$ cat src/design/qwd_pkg.sv
package qwd_pkg;

    typedef enum logic [1:0] {
        FMT_HALF = 2'd0,
        FMT_Q4   = 2'd1,
        FMT_Q8   = 2'd2,
        FMT_NONE = 2'd3
    } fmt_t;

    localparam logic [0:0] REG_FORMAT_MODE   = 1'b0;
    localparam logic [0:0] REG_ELEMENT_COUNT = 1'b1;

    localparam int Q4_WORDS = 8;
    localparam int Q8_WORDS = 16;

    typedef struct packed {
        logic [15:0] scale;
        logic        neg;
        logic [7:0]  mag;
        logic [32:0] index;
        logic        last_of_word;
        logic        half;
    } elem_t;

    // exact half times a signed integer of magnitude up to 128
    function automatic logic [31:0] scaled_bits(input logic [15:0] h, input logic neg,
                                                input logic [7:0] aq);
        logic        sign;
        logic [4:0]  e5;
        logic [9:0]  m;
        logic [10:0] sig;
        logic [18:0] p;
        logic [4:0]  b;
        logic [8:0]  ex;
        logic [41:0] sh;
        sign = h[15] ^ neg;
        e5   = h[14:10];
        m    = h[9:0];
        sig  = (e5 != 5'd0) ? {1'b1, m} : {1'b0, m};
        p    = 19'(sig) * 19'(aq);
        b    = 5'd0;
        for (int i = 0; i < 19; i++)
        begin
            if (p[i])
            begin
                b = 5'(i);
            end
        end
        ex = (e5 != 5'd0) ? (9'(e5) + 9'd102) : 9'd103;
        ex = ex + 9'(b);
        sh = 42'(p) << (5'd23 - b);
        if (e5 == 5'h1F)
        begin
            if (m != 10'd0)
            begin
                scaled_bits = {h[15], 8'hFF, 1'b1, m[8:0], 13'd0};
            end
            else if (aq == 8'd0)
            begin
                scaled_bits = 32'h7FC00000;
            end
            else
            begin
                scaled_bits = {sign, 8'hFF, 23'd0};
            end
        end
        else if (p == 19'd0)
        begin
            scaled_bits = {sign, 31'd0};
        end
        else
        begin
            scaled_bits = {sign, ex[7:0], sh[22:0]};
        end
    endfunction

endpackage

$ cat src/design/qwd_convert.sv
module qwd_convert
    import qwd_pkg::*;
(
    input  logic  clk,
    input  logic  rst_n,
    input  logic  in_valid,
    output logic  in_ready,
    input  elem_t elem,
    input  logic [31:0] count,
    output logic  out_valid,
    input  logic  out_ready,
    output logic [31:0] value_bits,
    output logic  end_of_item,
    output logic  end_of_tensor
);

    logic out_valid_reg;
    logic [31:0] value_next;

    assign in_ready  = !out_valid_reg || out_ready;
    assign out_valid = out_valid_reg;

    // keep infinity and NaN payload of a plain half word as is
    always_comb
    begin
        if (elem.half && (elem.scale[14:10] == 5'h1F))
        begin
            value_next = {elem.scale[15], 8'hFF, elem.scale[9:0], 13'd0};
        end
        else
        begin
            value_next = scaled_bits(elem.scale, elem.neg, elem.mag);
        end
    end

    always_ff @(posedge clk or negedge rst_n)
    begin
        if (!rst_n)
        begin
            out_valid_reg <= 1'b0;
        end
        else if (in_ready)
        begin
            out_valid_reg <= in_valid;
        end
    end

    always_ff @(posedge clk)
    begin
        if (in_ready && in_valid)
        begin
            value_bits    <= value_next;
            end_of_item   <= elem.last_of_word;
            end_of_tensor <= (elem.index == 33'(count) - 33'd1);
        end
    end

endmodule

$ cat src/design/quantized_weight_dequantizer.sv
// Converts a stream of 16-bit words of a half, Q4_0 or Q8_0 tensor into
// float32 bit patterns, at most one value per cycle while the output is
// not stalled. Each word is held in a register and its values are issued
// one per cycle into a single-stage converter with a result register: a
// half word gives 1 value, a Q8_0 data word 2, a Q4_0 data word 2 (the
// last of a block 18), a scale word none; a 9-word Q4_0 block gives 32.
// Any register write restarts the block position and element count.
module quantized_weight_dequantizer
    import qwd_pkg::*;
#(
    parameter int BLOCK_ELEMENTS = 32
)
(
    input  logic        clk,
    input  logic        rst_n,
    input  logic        cfg_we,
    input  logic [0:0]  cfg_index,
    input  logic [31:0] cfg_data,
    input  logic        in_valid,
    output logic        in_ready,
    input  logic [15:0] data_word,
    output logic        out_valid,
    input  logic        out_ready,
    output logic [31:0] value_bits,
    output logic        end_of_item,
    output logic        end_of_tensor
);

    localparam int HALF = BLOCK_ELEMENTS / 2;
    localparam int HW   = $clog2(HALF + 2);

    fmt_t        fmt_reg;
    logic [31:0] count_reg;
    logic [4:0]  word_position_reg;
    logic [31:0] element_counter_reg;
    logic [15:0] block_scale_reg;
    logic [4*HALF-1:0] upper_nibbles_reg;

    logic        busy_reg;
    logic [15:0] word_reg;
    logic [HW-1:0] sub_reg;
    logic [HW-1:0] nsub_reg;
    logic [32:0] base_reg;
    logic        q4_reg;

    logic  conv_ready;
    elem_t elem;
    logic  emit_ok;
    logic  last_sub;
    logic [3:0] nib;
    logic [7:0] byte_sel;
    logic [4:0] last_pos;

    logic          issue;
    logic          issue_done;
    logic          accept;
    logic          block_end;
    logic [5:0]    k2;
    logic [32:0]   adv_one;
    logic [32:0]   adv_block;
    logic [32:0]   base_next;
    logic [HW-1:0] nsub_next;
    logic          busy_next;

    assign last_pos   = (fmt_reg == FMT_Q4) ? 5'(BLOCK_ELEMENTS / 4) : 5'(HALF);
    assign last_sub   = (sub_reg == nsub_reg - HW'(1));
    assign emit_ok    = busy_reg && (elem.index < 33'(count_reg));
    assign issue      = busy_reg && (!emit_ok || conv_ready);
    assign issue_done = issue && (last_sub || !emit_ok);
    assign in_ready   = !busy_reg || issue_done;
    assign accept     = in_valid && in_ready;
    assign block_end  = (word_position_reg >= last_pos);
    assign k2         = {word_position_reg - 5'd1, 1'b0};
    assign adv_one    = 33'(element_counter_reg) + 33'd1;
    assign adv_block  = 33'(element_counter_reg) + 33'(BLOCK_ELEMENTS);

    always_comb
    begin
        byte_sel = sub_reg[0] ? word_reg[15:8] : word_reg[7:0];
        nib = 4'd0;
        elem.scale = block_scale_reg;
        elem.last_of_word = 1'b0;
        elem.half = 1'b0;
        elem.index = base_reg + 33'(sub_reg);
        if (q4_reg)
        begin
            if (sub_reg < HW'(2))
            begin
                nib = byte_sel[3:0];
            end
            else
            begin
                nib = upper_nibbles_reg[4*(32'(sub_reg) - 2) +: 4];
            end
            elem.neg = (nib < 4'd8);
            elem.mag = elem.neg ? 8'(4'd8 - nib) : 8'(nib - 4'd8);
        end
        else if (fmt_reg == FMT_HALF)
        begin
            elem.scale = word_reg;
            elem.half = 1'b1;
            elem.neg = 1'b0;
            elem.mag = 8'd1;
        end
        else
        begin
            elem.neg = byte_sel[7];
            elem.mag = byte_sel[7] ? 8'(-byte_sel) : byte_sel;
        end
        if (last_sub)
        begin
            elem.last_of_word = 1'b1;
        end
        else
        begin
            elem.last_of_word = (elem.index + 33'd1 >= 33'(count_reg));
        end
    end

    always_comb
    begin
        base_next = 33'(element_counter_reg) + 33'(k2);
        nsub_next = HW'(2);
        busy_next = 1'b0;
        if (fmt_reg == FMT_HALF)
        begin
            base_next = 33'(element_counter_reg);
            nsub_next = HW'(1);
            busy_next = 1'b1;
        end
        else if (fmt_reg != FMT_NONE && word_position_reg != 5'd0)
        begin
            busy_next = 1'b1;
            if (fmt_reg == FMT_Q4 && block_end)
            begin
                nsub_next = HW'(HALF + 2);
            end
        end
    end

    always_ff @(posedge clk or negedge rst_n)
    begin
        if (!rst_n)
        begin
            fmt_reg <= FMT_HALF;
            count_reg <= 32'd1;
            word_position_reg <= 5'd0;
            element_counter_reg <= 32'd0;
            block_scale_reg <= 16'd0;
            upper_nibbles_reg <= '0;
            busy_reg <= 1'b0;
            word_reg <= 16'd0;
            sub_reg <= '0;
            nsub_reg <= '0;
            base_reg <= 33'd0;
            q4_reg <= 1'b0;
        end
        else if (cfg_we)
        begin
            unique case (cfg_index)
                REG_FORMAT_MODE:   fmt_reg <= fmt_t'(cfg_data[1:0]);
                REG_ELEMENT_COUNT: count_reg <= cfg_data;
                default:           fmt_reg <= fmt_reg;
            endcase
            word_position_reg <= 5'd0;
            element_counter_reg <= 32'd0;
            block_scale_reg <= 16'd0;
            upper_nibbles_reg <= '0;
        end
        else if (accept)
        begin
            word_reg <= data_word;
            sub_reg  <= '0;
            q4_reg   <= (fmt_reg == FMT_Q4);
            base_reg <= base_next;
            nsub_reg <= nsub_next;
            busy_reg <= busy_next;
            if (fmt_reg == FMT_HALF)
            begin
                element_counter_reg <= adv_one[32] ? 32'hFFFFFFFF : adv_one[31:0];
            end
            else if (fmt_reg != FMT_NONE)
            begin
                if (word_position_reg == 5'd0)
                begin
                    block_scale_reg <= data_word;
                    word_position_reg <= 5'd1;
                end
                else
                begin
                    if (fmt_reg == FMT_Q4)
                    begin
                        upper_nibbles_reg[8*(32'(word_position_reg) - 1) +: 8]
                            <= {data_word[15:12], data_word[7:4]};
                    end
                    if (block_end)
                    begin
                        element_counter_reg <= adv_block[32] ? 32'hFFFFFFFF
                                                             : adv_block[31:0];
                        word_position_reg <= 5'd0;
                    end
                    else
                    begin
                        word_position_reg <= word_position_reg + 5'd1;
                    end
                end
            end
        end
        else if (issue)
        begin
            sub_reg <= sub_reg + HW'(1);
            if (issue_done)
            begin
                busy_reg <= 1'b0;
            end
        end
    end

    qwd_convert u_convert (
        .clk           (clk),
        .rst_n         (rst_n),
        .in_valid      (emit_ok && !cfg_we),
        .in_ready      (conv_ready),
        .elem          (elem),
        .count         (count_reg),
        .out_valid     (out_valid),
        .out_ready     (out_ready),
        .value_bits    (value_bits),
        .end_of_item   (end_of_item),
        .end_of_tensor (end_of_tensor)
    );

endmodule
$ cat config.mk
export PLATFORM = sky130hd
export DESIGN_NAME = quantized_weight_dequantizer
export DESIGN_NICKNAME = d
export VERILOG_FILES = /design/src/design/qwd_pkg.sv /design/src/design/qwd_convert.sv /design/src/design/quantized_weight_dequantizer.sv
export SDC_FILE = /design/constraint.sdc
export NUM_CORES = 1
export LEC_CHECK = 0
export BUFFER_PORTS_ARGS = -buffer_cell sky130_fd_sc_hd__buf_2
export CAP_MARGIN = 40
export CORE_AREA = 2 2 227 229
export DETAILED_ROUTE_END_ITERATION = 7
export DIE_AREA = 0 0 229 231
export SETUP_SLACK_MARGIN = 0.02
export SKIP_LAST_GASP = 1
export SYNTH_ARGS = -nofsm -noshare
export SYNTH_HDL_FRONTEND = slang
export SYNTH_SLANG_ARGS = --single-unit
$ cat constraint.sdc
create_clock -name clk -period 10.2 [get_ports clk]
set_clock_uncertainty 0.05 [all_clocks]
set_input_delay 2.04 -clock clk [delete_from_list [all_inputs] [get_ports clk]]
set_output_delay 2.04 -clock clk [all_outputs]
set_load 0.03 [all_outputs]
; Word level (Yosys, flattened, before mapping)
; Index checks and enable logic that the tools add are counted.
[op_classes]
n_shift = 4
div = 0
eq_ne = 8
n_addsub = 19
n_mul = 1
n_reduce_logical = 41
n_bitwise = 3
order_cmp = 5
mux = 75
[op_table]
columns = cell, count
row1 = 32-bit 2-to-1 mux, 12
row2 = 64-bit 2-to-1 mux, 6
row3 = 16-bit 2-to-1 mux, 7
row4 = 5-bit 2-to-1 mux, 16
row5 = 64-bit bitwise mux, 1
row6 = "8-bit by 34-bit variable shift with 64-bit output, first input constant", 1
row7 = 64-bit by 33-bit indexed part select with 4-bit output, 1
row8 = 8-bit by 34-bit indexed part select with 64-bit output, 1
row9 = 4-bit 2-to-1 mux, 10
row10 = 32-bit negation with 34-bit output, 1
row11 = "32-bit by 1-bit adder with 33-bit output, second input constant", 1
row12 = 32-bit by 6-bit adder with 33-bit output, 1
row13 = "32-bit by 6-bit adder with 33-bit output, second input constant", 1
row14 = "33-bit by 1-bit adder with 33-bit output, second input constant", 1
row15 = 33-bit by 5-bit adder with 33-bit output, 1
row16 = 33-bit equality test, 1
row17 = 33-bit by 32-bit >= comparator with 1-bit output, 1
row18 = 33-bit by 32-bit < comparator with 1-bit output, 1
row19 = 33-bit 2-to-1 mux, 1
row20 = "32-bit by 1-bit subtractor with 33-bit output, second input constant", 1
row21 = 8-bit 2-to-1 mux, 4
row22 = 31-bit 2-to-1 mux, 1
row23 = 19-bit by 5-bit << shifter with 23-bit output, 1
row24 = 19-bit logical NOT, 1
row25 = 40 further kinds, 83
[totals]
ram_bits = 0
output_inout_bits = 36
mem_count = 0
in_bits = 54
mem_bits_ro = 0
regBits = 247
elab_cells = 173
latchBits = 0

; Logic depth before layout (Yosys ltp)
[logic_depth]
depth_word = 32
mapped_depth = 48
ltp_nobuf = 41

; Cells and area by module
; From an unflattened synthesis, not the netlist that was laid out.
[hier_totals]
hier_cells = 2510
area_unflattened_um2 = 22193.8
[by_module_without_submodules]
columns = mod, n_inst, cells_each, seq_area_each_um2, area_per_inst_um2
row1 = quantized_weight_dequantizer, 1, 1662, 5256.3, 15192.1
row2 = qwd_convert, 1, 848, 1046.0, 7001.7

; Least setup slack after synthesis
; OpenSTA, ideal clock, no wires.
[synth_path]
path_kind = register -> register
start = register sub_reg[1]
end = register u_convert.value_bits[29] (data pin)
required_ns = 9.867
stages_incl_launch_ff = 45
setup_ns = 0.283
path_slack_ns = 0.313
arrival_time_ns = 9.554
synth_period_minus_slack_ns = 9.887
path_buffers = 7
cell_sequence = dfrtp_1 clkbuf_1 buf_2 inv_1 ha_1 clkbuf_1 mux4_2 mux2_2 nand3_1 o221ai_1 a21oi_1 ha_1 nor2_1 xor2_1 a22o_1 clkbuf_1 and2_1 fa_1 (+9 left out) or3_4 o211a_1 buf_6 and2_1 buf_6 a32oi_4 inv_2 buf_1 ha_1 fa_1 a21oi_1 nor2_1 nor2_1 inv_1 a21oi_1 o22ai_1 a21oi_1 o21ai_0
[synth_between]
elab_chain_len = 30
word_cells_on_any_way = 34
cone_classes = add/sub: 4 / mul: 1 / order compare: 2 / shift: 1 / mux: 25 / reduce/logical: 1
[synth_lines]
columns = element, line_no
row1 = start: declaration, quantized_weight_dequantizer.sv:41  ; logic [HW-1:0] sub_reg;
row2 = start signal: assignment, quantized_weight_dequantizer.sv:211  ; sub_reg <= sub_reg + HW'(1);
row3 = 5-bit by 2-bit subtractor with 6-bit output, quantized_weight_dequantizer.sv:93  ; nib = upper_nibbles_reg[4*(32'(sub_reg) - 2) +: 4];
row4 = 64-bit by 33-bit indexed part select with 4-bit output, quantized_weight_dequantizer.sv:93
row5 = 4-bit 2-to-1 mux (*), quantized_weight_dequantizer.sv:87  ; if (sub_reg < HW'(2))
row6 = 4-bit 2-to-1 mux (*), quantized_weight_dequantizer.sv:85  ; if (q4_reg)
row7 = 4-bit by 4-bit subtractor with 5-bit output or 4-bit < comparator (tied branches), "quantized_weight_dequantizer.sv:96, quantized_weight_dequantizer.sv:95"
row8 = 8-bit 2-to-1 mux (*), quantized_weight_dequantizer.sv:96  ; elem.mag = elem.neg ? 8'(4'd8 - nib) : 8'(nib - 4'd8);
row9 = 9-bit 2-to-1 mux (*), quantized_weight_dequantizer.sv:85
row10 = 11-bit by 8-bit multiplier with 19-bit output (*), qwd_pkg.sv:40  ; p = 19'(sig) * 19'(aq);
row11 = 1-bit 2-to-1 mux, qwd_pkg.sv:44  ; if (p[i])
row12 = 2-bit 2-to-1 mux (2 in a row), qwd_pkg.sv:44
row13 = 3-bit 2-to-1 mux (4 in a row), qwd_pkg.sv:44
row14 = 4-bit 2-to-1 mux (8 in a row), qwd_pkg.sv:44
row15 = 5-bit 2-to-1 mux (3 in a row), qwd_pkg.sv:44
row16 = 5-bit 2-to-1 mux, qwd_convert.sv:26  ; if (elem.half && (elem.scale[14:10] == 5'h1F))
row17 = 8-bit by 5-bit adder with 8-bit output, qwd_pkg.sv:50  ; ex = ex + 9'(b);
row18 = 31-bit 2-to-1 mux (*), qwd_pkg.sv:67  ; else if (p == 19'd0)
row19 = 32-bit 2-to-1 mux (*), qwd_pkg.sv:52  ; if (e5 == 5'h1F)
row20 = end signal: assignment, qwd_convert.sv:52  ; value_bits <= value_next;
row21 = end: declaration, qwd_convert.sv:12  ; output logic [31:0] value_bits,
; Mark *: on every way between the ends. The rest lies on a longest branch, timed or not. The select of a mux whose other input is x is not followed.
; A chain may end at the register's enable or synchronous reset.

; Worst setup path in the final report
[layout_path]
start = register sub_reg[2]
end = register u_convert.value_bits[29] (data pin)
; The elaborated chain is that of the path after synthesis.

==> results.txt <==
The logs give 1 for the deepest level of the CTS H-tree and 35.3% for the headroom to the max-slew limit. Detailed placement ended at an HPWL of 47700 um. STA puts the critical path data arrival time at 9.99 ns.

The tools report the worst IR drop on VDD as 0.427 mV. By area the synthesized netlist is led by dfrtp_1 25%, ha_1 8.5%, xnor2_1 6.0%, fa_1 5.4%, edfxtp_1 4.9%. The pin count of the biggest net entering global routing is 80, and the clock edge transition at the registers on the reported setup and hold paths is 0.06 ns.

Fmax: 104 MHz. The cell type group with the largest total delay on the critical path is adder cells. Summing every instance area after synthesis gives 21000 um2. The tool flagged a number of max-cap violations equal to 0. The total iterations of the first detailed-routing run was 6.

The flow ran to the end, and the final reports show no timing, DRC or antenna violations. Setup TNS: 0 ns. The initial antenna violation count came out at 2.

The cell type contributing the most total cell area after synthesis was dfrtp_1. The type of origin of the critical path is a register. In the finished design, the share of the clock period the worst path needs comes to 94.3%. For this configuration, the core starts out at a cell density of 41.4%. The number of filler cells placed in the layout was 5030; the count of antenna-violating nets left after detailed routing was 0. For this run, the leading register cell type out of synthesis is dfrtp_1. The number of buffers added by the clock tree synthesis step was 30; the logic gate share of total power was 71.1%. Final hold violation count: 0. The number of pins exceeding their max-slew limit in the final report came out at 0. In the final layout, the multi-input gates occupy 13700 um2.

In this run, distinct cell masters in the synthesized netlist total 97. For the pin with the worst max-slew slack, the measured transition is 0.964 ns. The highest fanout seen on the critical path was 13; the first-pass GRT wire length was 98000 um. The clock sink count was 245. Global routing consumed, over all layers together, 23.0% of the routing resources.

The worst path buffer plus inverter count was 6. The final weighted congestion of routability-driven global placement was 0.939; the share of the synthesized area in the top cell type was 25.0%. For this run, design rule violations remaining after detail routing come to 0.

The logs give 4.29 mW for the internal power summed over all cells and 2651 for the final-stage net count. After layout, the minimum clock period comes to 9.61 ns. For the standard cell core area, the log shows 50700 um2. Setup violations remaining at the end of the flow were counted as 0. The die covers 52900 um2. The logs give 17500 for the number of global-route vias before repair and 8.80 mW for the power after layout. The overall routed net length is 61200 um, and the post-synthesis area per instance is 8.93 um2. The synthesized design contains 34 enable-type register cells.

TritonCTS built the clock tree. The initialized floorplan defines 83 standard-cell rows. The total overflow left after global routing is 0. Type of element capturing the critical path: a register. The logs give 3 for the number of buffers on the longest clock path and 1228 for the count of routing violations after the opening detailed-route iteration. Quantity of I/O buffers inserted on ports: 89. Largest stage delay on the critical path: 0.55 ns. The tree is rooted in a clkbuf_16. In the synthesized netlist, the number of instances is 2350. The clock network fraction of total power was 12.6%; the leakage power figure was 10.0 nW. The kind of path behind the tightest hold check was register to register.

For this design the ratio of total power to cell area is 379 nW/um2. The sequential cells in the finished layout cover a total of 6300 um2. Setup repair after global routing left no endpoint under its margin. The power dissipated by switching net loads was 4.51 mW; the average via count per standard cell was 5.72. The logs give 0 for the number of warnings issued by yosys and 10.57 ns for the required time at the endpoint of the critical path.

Net switching is 51.2% of the power. The chip width is 229 um, and the signed area change from the synthesized netlist to the final layout is 10.6%. The via total after detailed routing is 17700. The mean routed wirelength per cell works out to 19.7 um. The slowest stage of the critical path is the fa_1 cell.

In this run the vertical extent of the chip is 231 um. Sequential cells burn 16.3% of the power. The register with the most flip-flops in the layout has 64 of them. In this run, synthesis produced a sequential element count of 245. The critical path is of the register to register type.

Cells with a size suffix above 1 make up 12.1% of the layout. The boundary pin count came out at 90. The clock insertion delay at the later pin of the skew report was 0.59 ns; the sequential fraction of the synthesis area was 30.0%. Counting flops with an async set or reset pin after synthesis yields a share of 86.1%.
kinds of logic after synthesis:
logic type,synth area share [%]
xor gates and xnor gates,8.13
muxes,8.99
adders and majority gates,14.0
buffers and inverters,5.19
and+or+nand+nor,19.2
DFF,30.0
AOI/OAI and AO/OA,14.4
other,0.0179
path summary, 6_finish.rpt:
check / from / cells after the start / slack, ns / end
max: sub_reg[2] / 38 / 0.59 / u_convert.value_bits[29]
min: base_reg[4] / 2 / 0.44 / base_reg[4]
min reg2reg: base_reg[4] / 2 / 0.44 / base_reg[4]
min in group asynchronous: rst_n / 1 / 1.34 / word_position_reg[3]
max in group asynchronous: rst_n / 2 / 7.46 / sub_reg[0]
max reg2reg: sub_reg[2] / 38 / 0.59 / u_convert.value_bits[29]
Yosys cell counts, types with 6 or more instances:
library cell / count
a211o_1: 6
a211oi_1: 18
a21o_1: 30
a21oi_1: 99
a22o_1: 42
a22oi_1: 6
a311oi_1: 8
a31oi_1: 13
and2_1: 33
and3_1: 25
buf_1: 9
buf_2: 16
clkbuf_1: 82
dfrtp_1: 210
edfxtp_1: 34
fa_1: 57
ha_1: 143
inv_1: 158
mux2_2: 64
mux2i_1: 76
mux4_2: 17
nand2_1: 235
nand2b_1: 14
nand3_1: 84
nand3b_1: 6
nand4_1: 56
nor2_1: 189
nor2b_1: 29
nor3_1: 59
nor4_1: 26
o2111ai_1: 6
o211ai_1: 12
o21a_1: 16
o21ai_0: 105
o21ai_1: 12
o31ai_1: 10
o32ai_1: 6
or3_1: 19
or4_1: 11
xnor2_1: 143
xor2_1: 48
power groups by stage:
stage | Clock, mW | Combinational (mW) | Sequential [mW]
after floorplan | 0 | 4.33 | 1.49
final | 1.11 | 6.26 | 1.43
after detailed placement | 0 | 6.12 | 1.45
after global routing | 1.18 | 6.83 | 1.45
after global placement | 0 | 6.19 | 1.45
after CTS | 1.14 | 6.17 | 1.43
metal layers:
metal  vias up  share of wire [%]  GRT usage, %  wire, um
li1       8459                  -             -         -
met1      8691                 46          32.6     28500
met2       493                 45          36.2     27300
met3        97                6.1          3.74      3730
met4         2                2.9          6.37      1750
met5         -              0.016             0        10
area by class of cell:
class,count,share of cell area [%]
Antenna cell,2,0.0216
Clock buffer,36,3.50
Clock inverter,20,0.911
Inverter,163,2.64
Multi-Input combinational cell,1833,58.9
Sequential cell,245,27.2
Tap cell,680,3.67
Timing Repair Buffer,124,3.24
cells in the final DEF (no fill, tap or decap), types with 11 or more instances in the layout:
cell type	netlist	routed
fa_1	57	57
a211oi_1	18	18
a31oi_1	13	13
nand2_1	235	235
xnor2_1	143	142
o21ai_0	105	105
a21o_1	30	30
o21ai_1	12	12
a22o_1	42	42
inv_1	158	158
o211ai_1	12	12
ha_1	143	142
nor3_1	59	58
mux2_2	64	64
nor2b_1	29	29
clkbuf_16	0	30
nor4_1	26	25
o21a_1	16	16
buf_2	16	88
edfxtp_1	34	34
dfrtp_1	210	209
and3_1	25	25
nand3_1	84	84
mux4_2	17	17
buf_4	3	33
or3_1	19	19
nor2_1	189	188
and2_1	33	33
a21oi_1	99	99
nand4_1	56	56
nand2b_1	14	13
mux2i_1	76	76
or4_1	11	11
xor2_1	48	47
worst register-to-register path: cells and delay by family (launching register included):
| kind | cells | cell delay (ns) |
|---|---|---|
| xor+xnor | 2 | 0.53 |
| compound gates | 9 | 1.90 |
| buf+inv | 6 | 0.47 |
| flops | 1 | 0.48 |
| mux | 2 | 0.62 |
| simple gates | 11 | 2.12 |
| fa+ha+maj | 8 | 3.28 |
stage by stage:
step	instance area (um2)	utilization, %	worst slack, ns	instances	hold WS [ns]
2_1_floorplan	21000	-	0.313	2354	0.404
3_3_place_gp	22100	43.6	0.789	3042	0.432
3_5_place_dp	22200	43.7	0.607	3045	0.429
4_1_cts	23200	45.7	0.523	3101	0.444
5_1_grt	23200	45.8	0.0401	3102	0.469
6_report	23200	45.8	0.586	3103	0.441
timing repair:
action	in CTS	in global routing
setup buffers	0	0
gates resized for setup	0	4
hold buffers	0	0
endpoints found under the setup margin	0	1
No activity file was read; power rests on OpenSTA's default activity.
